`config.mk`:
```
export PLATFORM = sky130hd
export DESIGN_NAME = led_display_two_wire_writer
export DESIGN_NICKNAME = d
export VERILOG_FILES = /design/src/rtl/led2w_pkg.sv /design/src/rtl/led_display_two_wire_writer.sv
export SDC_FILE = /design/constraint.sdc
export NUM_CORES = 1
export LEC_CHECK = 0
export BUFFER_PORTS_ARGS = -buffer_cell sky130_fd_sc_hd__buf_2
export CAP_MARGIN = 10
export CORE_MARGIN = 2
export CORE_UTILIZATION = 55
export DETAILED_ROUTE_END_ITERATION = 6
export HOLD_SLACK_MARGIN = 0.02
export PLACE_DENSITY_LB_ADDON = 0.25
export SLEW_MARGIN = 0
export SYNTH_ARGS = -nofsm -noshare
export SYNTH_HDL_FRONTEND = slang
export SYNTH_SLANG_ARGS = --single-unit
```
`constraint.sdc`:
```
create_clock -name clk_i -period 13.4 [get_ports clk_i]
set_input_delay 1.34 -clock clk_i [delete_from_list [all_inputs] [get_ports clk_i]]
set_output_delay 1.34 -clock clk_i [all_outputs]
set_load 0.005 [all_outputs]
```
`src/rtl/led2w_pkg.sv`:
```
`default_nettype none

package led2w_pkg;

  // Item kinds on the request channel.
  localparam logic [1:0] KIND_TICK   = 2'd0;
  localparam logic [1:0] KIND_RAW    = 2'd1;
  localparam logic [1:0] KIND_NUMBER = 2'd2;
  localparam logic [1:0] KIND_BRIGHT = 2'd3;

  // Configuration register indexes.
  localparam logic [1:0] CFG_SHORT_DELAY = 2'd0;
  localparam logic [1:0] CFG_LONG_DELAY  = 2'd1;
  localparam logic [1:0] CFG_POLL_LIMIT  = 2'd2;

  localparam logic [7:0] SHORT_DELAY_RST = 8'd1;
  localparam logic [7:0] LONG_DELAY_RST  = 8'd4;
  localparam logic [7:0] POLL_LIMIT_RST  = 8'd250;

  // Display driver addresses.
  localparam logic [7:0] ADDR_DIG_THOUSANDS = 8'h6C;
  localparam logic [7:0] ADDR_DIG_HUNDREDS  = 8'h6A;
  localparam logic [7:0] ADDR_DIG_TENS      = 8'h68;
  localparam logic [7:0] ADDR_DIG_ONES      = 8'h6E;
  localparam logic [7:0] ADDR_CONTROL       = 8'h48;
  localparam logic [3:0] CONTROL_LOW_BITS   = 4'h5;

  localparam int unsigned NUM_DIGITS = 4;

  // Bus sequencer phases, one-hot.
  typedef enum logic [10:0] {
    PH_IDLE      = 11'b000_0000_0001,
    PH_START_A   = 11'b000_0000_0010,
    PH_START_B   = 11'b000_0000_0100,
    PH_BIT_SETUP = 11'b000_0000_1000,
    PH_BIT_HIGH  = 11'b000_0001_0000,
    PH_BIT_LOW   = 11'b000_0010_0000,
    PH_ACK_REL   = 11'b000_0100_0000,
    PH_ACK_HIGH  = 11'b000_1000_0000,
    PH_ACK_POLL  = 11'b001_0000_0000,
    PH_STOP_A    = 11'b010_0000_0000,
    PH_STOP_B    = 11'b100_0000_0000
  } phase_e;

  typedef struct packed {
    logic scl_level;
    logic sda_release;
    logic busy_res;
    logic ack_timeout;
    logic request_done;
    logic rejected;
  } result_t;

  // Seven-segment pattern of one decimal digit.
  function automatic logic [7:0] seg_lookup(input logic [3:0] digit);
    logic [7:0] seg;
    case (digit)
      4'd0:    seg = 8'hF5;
      4'd1:    seg = 8'h84;
      4'd2:    seg = 8'hB3;
      4'd3:    seg = 8'h97;
      4'd4:    seg = 8'hC6;
      4'd5:    seg = 8'h57;
      4'd6:    seg = 8'h77;
      4'd7:    seg = 8'h85;
      4'd8:    seg = 8'hF7;
      4'd9:    seg = 8'hD7;
      default: seg = 8'h00;
    endcase
    return seg;
  endfunction

endpackage

`default_nettype wire

```
`src/rtl/led_display_two_wire_writer.sv`:
```
// The result word of an accepted input word is registered. Throughput: one input word per
// cycle while in_stall_o is low; the sequencer state and the result register update
// together, and a skid register takes one result while the output is stalled.
// Reset (asynchronous, active low): sequencer idle, no output word valid, queue empty, counters
// cleared, delay registers back to 1 and 4 ticks, poll limit back to 250. Queue entries are not cleared.
`default_nettype none

module led_display_two_wire_writer #(
  parameter int unsigned QUEUE_DEPTH = 4
) (
  input  wire logic        clk_i,
  input  wire logic        rst_ni,
  input  wire logic        in_valid_i,
  output      logic        in_stall_o,
  input  wire logic [1:0]  kind_i,
  input  wire logic [7:0]  address_byte_i,
  input  wire logic [7:0]  data_byte_i,
  input  wire logic [13:0] number_value_i,
  input  wire logic [2:0]  brightness_level_i,
  input  wire logic        sda_sample_i,
  output      logic        out_valid_o,
  input  wire logic        out_stall_i,
  output      logic        scl_level_o,
  output      logic        sda_release_o,
  output      logic        busy_res_o,
  output      logic        ack_timeout_o,
  output      logic        request_done_o,
  output      logic        rejected_o,
  input  wire logic        cfg_we_i,
  input  wire logic [1:0]  cfg_index_i,
  input  wire logic [7:0]  cfg_data_i
);
  import led2w_pkg::*;

  localparam int unsigned CNT_W = $clog2(QUEUE_DEPTH + 1);

  // Configuration.
  logic [7:0] short_delay_q, long_delay_q, poll_limit_q;

  // Sequencer state.
  phase_e            phase_q, phase_d;
  logic [2:0]        bit_cnt_q, bit_cnt_d;
  logic [7:0]        shift_q, shift_d;
  logic              byte_sel_q, byte_sel_d;
  logic [7:0]        delay_q, delay_d;
  logic [7:0]        poll_q, poll_d;
  logic [7:0]        data_cur_q, data_cur_d;
  logic [CNT_W-1:0]  count_q, count_d;
  logic [15:0]       queue_q [QUEUE_DEPTH];
  logic [15:0]       queue_d [QUEUE_DEPTH];

  // Output register and skid stage.
  result_t out_q, skid_q, res_d;
  logic    out_valid_q, skid_valid_q;

  logic accept, out_fire;
  logic busy_now, timeout_d, done_d, rej_d;

  assign accept   = in_valid_i && !skid_valid_q;
  assign out_fire = out_valid_q && !out_stall_i;

  // Decimal digits by reciprocal multiplication; each quotient is floor-exact over 14 bits.
  logic [28:0] prod_k, prod_h;
  logic [29:0] prod_t;
  logic [4:0]  quo_k;
  logic [7:0]  quo_h;
  logic [10:0] quo_t;
  logic [3:0]  dig_k, dig_h, dig_t, dig_o;
  logic [7:0]  diff_h;
  logic [10:0] diff_t;
  logic [13:0] diff_o;

  assign prod_k = 29'(number_value_i) * 29'd16778;
  assign prod_h = 29'(number_value_i) * 29'd20972;
  assign prod_t = 30'(number_value_i) * 30'd52429;
  assign quo_k  = prod_k[28:24];
  assign quo_h  = prod_h[28:21];
  assign quo_t  = prod_t[29:19];

  assign dig_k  = (quo_k >= 5'd10) ? 4'(quo_k - 5'd10) : quo_k[3:0];
  assign diff_h = quo_h - ((8'(quo_k) << 3) + (8'(quo_k) << 1));
  assign diff_t = quo_t - ((11'(quo_h) << 3) + (11'(quo_h) << 1));
  assign diff_o = number_value_i - ((14'(quo_t) << 3) + (14'(quo_t) << 1));
  assign dig_h  = diff_h[3:0];
  assign dig_t  = diff_t[3:0];
  assign dig_o  = diff_o[3:0];

  // Phase timing.
  logic [7:0] len_raw, phase_len, delay_inc;
  logic       delay_done;

  assign len_raw    = (phase_q == PH_ACK_REL || phase_q == PH_ACK_HIGH) ? short_delay_q
                                                                        : long_delay_q;
  assign phase_len  = (len_raw == 8'd0) ? 8'd1 : len_raw;
  assign delay_inc  = delay_q + 8'd1;
  assign delay_done = delay_inc >= phase_len;

  always_comb begin
    phase_d    = phase_q;
    bit_cnt_d  = bit_cnt_q;
    shift_d    = shift_q;
    byte_sel_d = byte_sel_q;
    delay_d    = delay_q;
    poll_d     = poll_q;
    data_cur_d = data_cur_q;
    count_d    = count_q;
    queue_d    = queue_q;
    timeout_d  = 1'b0;
    done_d     = 1'b0;
    rej_d      = 1'b0;
    busy_now   = (count_q != '0) || (phase_q != PH_IDLE);

    if (kind_i == KIND_TICK) begin
      // Timed phases advance the delay counter; entering a phase clears both counters.
      case (phase_q)
        PH_IDLE: begin
          if (count_q != '0) begin
            shift_d    = queue_q[0][15:8];
            data_cur_d = queue_q[0][7:0];
            for (int i = 0; i < QUEUE_DEPTH - 1; i++) begin
              queue_d[i] = queue_q[i+1];
            end
            count_d    = count_q - CNT_W'(1);
            byte_sel_d = 1'b0;
            bit_cnt_d  = 3'd0;
            phase_d    = PH_START_A;
            delay_d    = 8'd0;
            poll_d     = 8'd0;
          end
        end
        PH_START_A, PH_START_B, PH_BIT_SETUP, PH_BIT_HIGH, PH_ACK_REL, PH_ACK_HIGH,
        PH_STOP_A: begin
          delay_d = delay_inc;
          if (delay_done) begin
            delay_d = 8'd0;
            poll_d  = 8'd0;
            case (phase_q)
              PH_START_A:   phase_d = PH_START_B;
              PH_START_B:   phase_d = PH_BIT_SETUP;
              PH_BIT_SETUP: phase_d = PH_BIT_HIGH;
              PH_BIT_HIGH:  phase_d = PH_BIT_LOW;
              PH_ACK_REL:   phase_d = PH_ACK_HIGH;
              PH_ACK_HIGH:  phase_d = PH_ACK_POLL;
              PH_STOP_A:    phase_d = PH_STOP_B;
              default:      phase_d = PH_IDLE;
            endcase
          end
        end
        PH_BIT_LOW: begin
          delay_d = delay_inc;
          if (delay_done) begin
            delay_d = 8'd0;
            poll_d  = 8'd0;
            if (bit_cnt_q == 3'd7) begin
              bit_cnt_d = 3'd0;
              phase_d   = PH_ACK_REL;
            end else begin
              bit_cnt_d = bit_cnt_q + 3'd1;
              shift_d   = {shift_q[6:0], 1'b0};
              phase_d   = PH_BIT_SETUP;
            end
          end
        end
        PH_ACK_POLL: begin
          if (!sda_sample_i) begin
            delay_d = 8'd0;
            poll_d  = 8'd0;
            if (!byte_sel_q) begin
              byte_sel_d = 1'b1;
              shift_d    = data_cur_q;
              bit_cnt_d  = 3'd0;
              phase_d    = PH_BIT_SETUP;
            end else begin
              phase_d = PH_STOP_A;
            end
          end else if (poll_q >= poll_limit_q) begin
            // No acknowledge in time: abandon the rest of this transaction.
            timeout_d = 1'b1;
            delay_d   = 8'd0;
            poll_d    = 8'd0;
            phase_d   = PH_STOP_A;
          end else begin
            poll_d = poll_q + 8'd1;
          end
        end
        PH_STOP_B: begin
          delay_d = delay_inc;
          if (delay_done) begin
            delay_d = 8'd0;
            poll_d  = 8'd0;
            phase_d = PH_IDLE;
            done_d  = (count_q == '0);
          end
        end
        default: begin
          delay_d = 8'd0;
          poll_d  = 8'd0;
          phase_d = PH_IDLE;
        end
      endcase
    end else if (busy_now) begin
      rej_d = 1'b1;
    end else begin
      // The queue is empty whenever a request is taken, so it always fills from the head.
      case (kind_i)
        KIND_RAW: begin
          queue_d[0] = {address_byte_i, data_byte_i};
          count_d    = CNT_W'(1);
        end
        KIND_NUMBER: begin
          queue_d[0] = {ADDR_DIG_THOUSANDS, seg_lookup(dig_k)};
          queue_d[1] = {ADDR_DIG_HUNDREDS, seg_lookup(dig_h)};
          queue_d[2] = {ADDR_DIG_TENS, seg_lookup(dig_t)};
          queue_d[3] = {ADDR_DIG_ONES, seg_lookup(dig_o)};
          count_d    = CNT_W'(NUM_DIGITS);
        end
        KIND_BRIGHT: begin
          queue_d[0] = {ADDR_CONTROL, 1'b0, brightness_level_i, CONTROL_LOW_BITS};
          count_d    = CNT_W'(1);
        end
        default: begin
          count_d = count_q;
        end
      endcase
    end

    case (phase_d)
      PH_START_B:  begin res_d.scl_level = 1'b1; res_d.sda_release = 1'b0;       end
      PH_BIT_SETUP,
      PH_BIT_LOW:  begin res_d.scl_level = 1'b0; res_d.sda_release = shift_d[7]; end
      PH_BIT_HIGH: begin res_d.scl_level = 1'b1; res_d.sda_release = shift_d[7]; end
      PH_ACK_REL:  begin res_d.scl_level = 1'b0; res_d.sda_release = 1'b1;       end
      PH_STOP_A:   begin res_d.scl_level = 1'b0; res_d.sda_release = 1'b0;       end
      PH_STOP_B:   begin res_d.scl_level = 1'b1; res_d.sda_release = 1'b0;       end
      default:     begin res_d.scl_level = 1'b1; res_d.sda_release = 1'b1;       end
    endcase
    res_d.busy_res     = (count_d != '0) || (phase_d != PH_IDLE);
    res_d.ack_timeout  = timeout_d;
    res_d.request_done = done_d;
    res_d.rejected     = rej_d;
  end

  always_ff @(posedge clk_i or negedge rst_ni) begin
    if (!rst_ni) begin
      short_delay_q <= SHORT_DELAY_RST;
      long_delay_q  <= LONG_DELAY_RST;
      poll_limit_q  <= POLL_LIMIT_RST;
    end else if (cfg_we_i) begin
      case (cfg_index_i)
        CFG_SHORT_DELAY: short_delay_q <= cfg_data_i;
        CFG_LONG_DELAY:  long_delay_q  <= cfg_data_i;
        CFG_POLL_LIMIT:  poll_limit_q  <= cfg_data_i;
        default:         poll_limit_q  <= poll_limit_q;
      endcase
    end
  end

  always_ff @(posedge clk_i or negedge rst_ni) begin
    if (!rst_ni) begin
      phase_q    <= PH_IDLE;
      bit_cnt_q  <= 3'd0;
      shift_q    <= 8'd0;
      byte_sel_q <= 1'b0;
      delay_q    <= 8'd0;
      poll_q     <= 8'd0;
      data_cur_q <= 8'd0;
      count_q    <= '0;
    end else if (accept) begin
      phase_q    <= phase_d;
      bit_cnt_q  <= bit_cnt_d;
      shift_q    <= shift_d;
      byte_sel_q <= byte_sel_d;
      delay_q    <= delay_d;
      poll_q     <= poll_d;
      data_cur_q <= data_cur_d;
      count_q    <= count_d;
    end
  end

  always_ff @(posedge clk_i) begin
    if (accept) begin
      queue_q <= queue_d;
    end
  end

  // Output word register with a one-word skid stage behind it.
  always_ff @(posedge clk_i or negedge rst_ni) begin
    if (!rst_ni) begin
      out_valid_q  <= 1'b0;
      skid_valid_q <= 1'b0;
    end else if (accept) begin
      if (!out_valid_q || out_fire) begin
        out_valid_q <= 1'b1;
      end else begin
        skid_valid_q <= 1'b1;
      end
    end else if (out_fire) begin
      out_valid_q  <= skid_valid_q;
      skid_valid_q <= 1'b0;
    end
  end

  always_ff @(posedge clk_i) begin
    if (accept) begin
      if (!out_valid_q || out_fire) begin
        out_q <= res_d;
      end else begin
        skid_q <= res_d;
      end
    end else if (out_fire && skid_valid_q) begin
      out_q <= skid_q;
    end
  end

  assign in_stall_o     = skid_valid_q;
  assign out_valid_o    = out_valid_q;
  assign scl_level_o    = out_q.scl_level;
  assign sda_release_o  = out_q.sda_release;
  assign busy_res_o     = out_q.busy_res;
  assign ack_timeout_o  = out_q.ack_timeout;
  assign request_done_o = out_q.request_done;
  assign rejected_o     = out_q.rejected;

`ifndef SYNTH
  // A full skid stage always sits behind a full output register.
  assert property (@(posedge clk_i) disable iff (!rst_ni) skid_valid_q |-> out_valid_q)
    else $error("skid stage full while output register empty");

  // The queue never holds more words than it has entries.
  assert property (@(posedge clk_i) disable iff (!rst_ni)
    count_q <= CNT_W'(QUEUE_DEPTH))
    else $error("queue count beyond depth");

  // A rejected request and a poll timeout come from different item kinds.
  assert property (@(posedge clk_i) disable iff (!rst_ni)
    out_valid_o |-> !(ack_timeout_o && rejected_o))
    else $error("timeout and reject flagged in one word");

  // A tick with nothing queued keeps the bus idle.
  assert property (@(posedge clk_i) disable iff (!rst_ni)
    (accept && kind_i == KIND_TICK && phase_q == PH_IDLE && count_q == '0)
      |=> phase_q == PH_IDLE)
    else $error("bus left idle with an empty queue");
`endif

endmodule

`default_nettype wire

```
==> run_results.csv <==
group,metric,value,unit
outcome,status,"finished, final reports clean",
synth,yosys-top-cells-area,"ha_1, fa_1, dfrtp_1, edfxtp_1, inv_1",
setup_path,rr_startpoint,"phase_q[1]",
synth,synth_area_per_cell,9.75,µm²
placement,io_buffers,58,
global_routing,grt_max_degree,77,
drt,routed_via_density,5.83,
floorplan,num_io_pins,59,
final_layout,areaGrowthSynthToFinish,7.91,%
setup_path,crit_type,"primary input to flop",
setup_path,cp_slowest_cell,"fa_1",
setup_path,crit_fanout,14,
sta,final_hold_viol_count,0,
global_routing,track_usage,25.5,%
global_routing,grt-ovfl-total,0,
clocking,post_cts_resized,0,
clocking,clk_pin_slew,0.06,ns
clocking,cts_buffer_depth,2,
run,cap_violations,0,
setup_path,crit_path_frequent_cell,"inv_1",
sta,worstMarginPinSlew,1.11,ns
global_routing,grt_pass1_vias,12400,
pwr,ir_worst_vdd,0.297,mV
sta,finalSetupViolCount,0,
drt,wire_per_inst,17.9,µm
sta,holdWs,0.480,ns
synth,synth_seq_area_share,22.5,%
floorplan,dieArea,0.0300,mm²
final_layout,final_cell_area,0.0170,mm²
clocking,post_cts_buffers,0,
global_routing,grt_first_pass_wirelength,61.7,mm
sta,tns,0,ns
min_path,hold_start,"queue_q[51]",
synth,synth.largest_area_cell,"ha_1",
drt,dr.pass1.iters,7,
placement,gp_congestion,0.924,
min_path,worstHoldPathType,"flop to flop",
sta,finClkSkew,0.0132,ns
placement,placed_area,0.0164,mm²
drt,drc,0,
synth,ys_seq_elements,130,
pwr,p_leak,8.46,nW
setup_path,startpoint,"number_value_i[12]",
synth,synth_cells,1614,
setup_path,crit_path_max_incr_delay,0.56,ns
clocking,cts_tree,"done",
synth,synth_edf_count,54,
floorplan,initial_core_util,56.2,%
drt,via_count,12000,
synth,syn-num-nets,2071,
floorplan,fp.dieW,173,µm
clocking,cts_hold_buf,0,
floorplan,rows,61,
setup_path,worstPathArrival,8.15,ns
clocking,h-tree-depth,4,
final_layout,finalNetCount,2117,
placement,dp_hpwl,29.6,mm
sta,slew_headroom,26.2,%
synth,synthArstFlopShare,58.5,%
sta,period_share,58.8,%
final_layout,largest_reg_flops,42,
synth,yosys.cell_types.count,90,
final_layout,layout_commonest_cell,"inv_1",
drt,wl,36.7,mm
sta,slew_viol_final,0,
floorplan,core-area,0.0280,mm²
synth,netlist_area,0.0157,mm²
clocking,numCtsBuffers,17,
synth,synth_warnings,0,
setup_path,cp.required,13.68,ns
drt,drt_iter0_drc,991,
sta,rsz0062_at_grt,"no",
final_layout,top_register,"queue_q",
final_layout,antennaDiodeCount,0,
global_routing,antenna_found_initial,0,
clocking,clockRootBuffer,"clkbuf_16",
synth,synth_top_area_share,21.5,%
clocking,numClockSinks,130,
setup_path,startpoint_type,"primary input",
pwr,finalPower,4.43,mW
sta,min_period,7.87,ns
setup_path,cp-end-kind,"flop",
pwr,powerDensity,261,mW/mm²
floorplan,dieHeight,173,µm
drt,postRouteAntennaNets,0,
synth,synth_flop_cell,"dfrtp_1",
final_layout,drive_gt1_share,10.6,%
final_layout,top_regs,"queue_q x42, phase_q x11",
clocking,clk_latency,0.42,ns
sta,max_freq,127,MHz
final_layout,final_cell_mix,"inv_1, ha_1, fa_1, nand2_1, nor2_1",
==> area by class of cell <==
class                      instances  area [µm²]
clock buffer                      18         439
inverter                         295        1110
clock inverter                    14         155
tap                              378         473
multi-input combinational       1151       10900
timing repair buffer              65         345
fill                            2374       11000
sequential                       130        3530
==> power breakdown <==
group | total, mW | switching (mW) | internal (mW)
clock | 0.465 | 0.184 | 0.281
sequential | 0.616 | 0.0528 | 0.563
combinational | 3.35 | 1.93 | 1.43
total | 4.43 | 2.16 | 2.27
==> synth_stat cells (13+ instances only) <==
master    instances
ha_1            271
nor3_1           22
a21o_1           24
nand3_1          34
mux2_2           34
a21oi_1          61
edfxtp_1         54
mux2i_1          14
fa_1            135
xor2_1           14
dfrtp_1          67
clkbuf_1         24
o21ai_0          73
nor2_1           78
and3_1           13
xnor2_1          34
nand2_1         104
nand4_1          21
inv_1           292
==> path summary, 6_finish.rpt <==
kind,endpoint,slack (ns),cells after the start
setup reg to reg,scl_level_o,6.81,18
hold reg to reg,data_cur_q[3],0.48,1
setup / recovery,queue_q[16],5.53,28
max in group asynchronous,shift_q[7],11.67,1
min in group asynchronous,long_delay_q[6],1.08,1
hold / removal,data_cur_q[3],0.48,1
==> per-stage QoR <==
step	util, %	setup slack, ns	cells
6_report	60.6	5.53	2051
3_3_place_gp	58.5	5.15	2019
4_1_cts	60.6	5.56	2051
3_5_place_dp	58.5	5.12	2019
2_1_floorplan	-	6.03	1614
5_1_grt	60.6	5.08	2051
==> cells by family after synthesis <==
family,count (synthesis),share of synthesized area (%)
and+or+nand+nor,347,11.1
adders and majority gates,406,38.7
AOI/OAI and AO/OA,294,12.6
DFF,130,22.5
muxes,49,3.42
xor gates and xnor gates,55,3.52
buffers and inverters,333,8.17
==> critical path, delay by kind of cell <==
family | cells | cell delay (ns)
AND/OR/NAND/NOR | 1 | 0.08
buffers and inverters | 7 | 0.85
adder cells (fa/ha/maj) | 8 | 3.42
AO/OA/AOI/OAI | 6 | 1.37
XOR/XNOR | 6 | 1.10
==> routing by layer <==
metal	GRT usage, %	up-vias	part of all wire [%]
li1	-	5659	-
met1	32.1	5850	42
met2	44.8	349	50
met3	2.79	94	4.1
met4	10.1	0	3.8
met5	0	-	0
(Power assumes the default switching activity.)
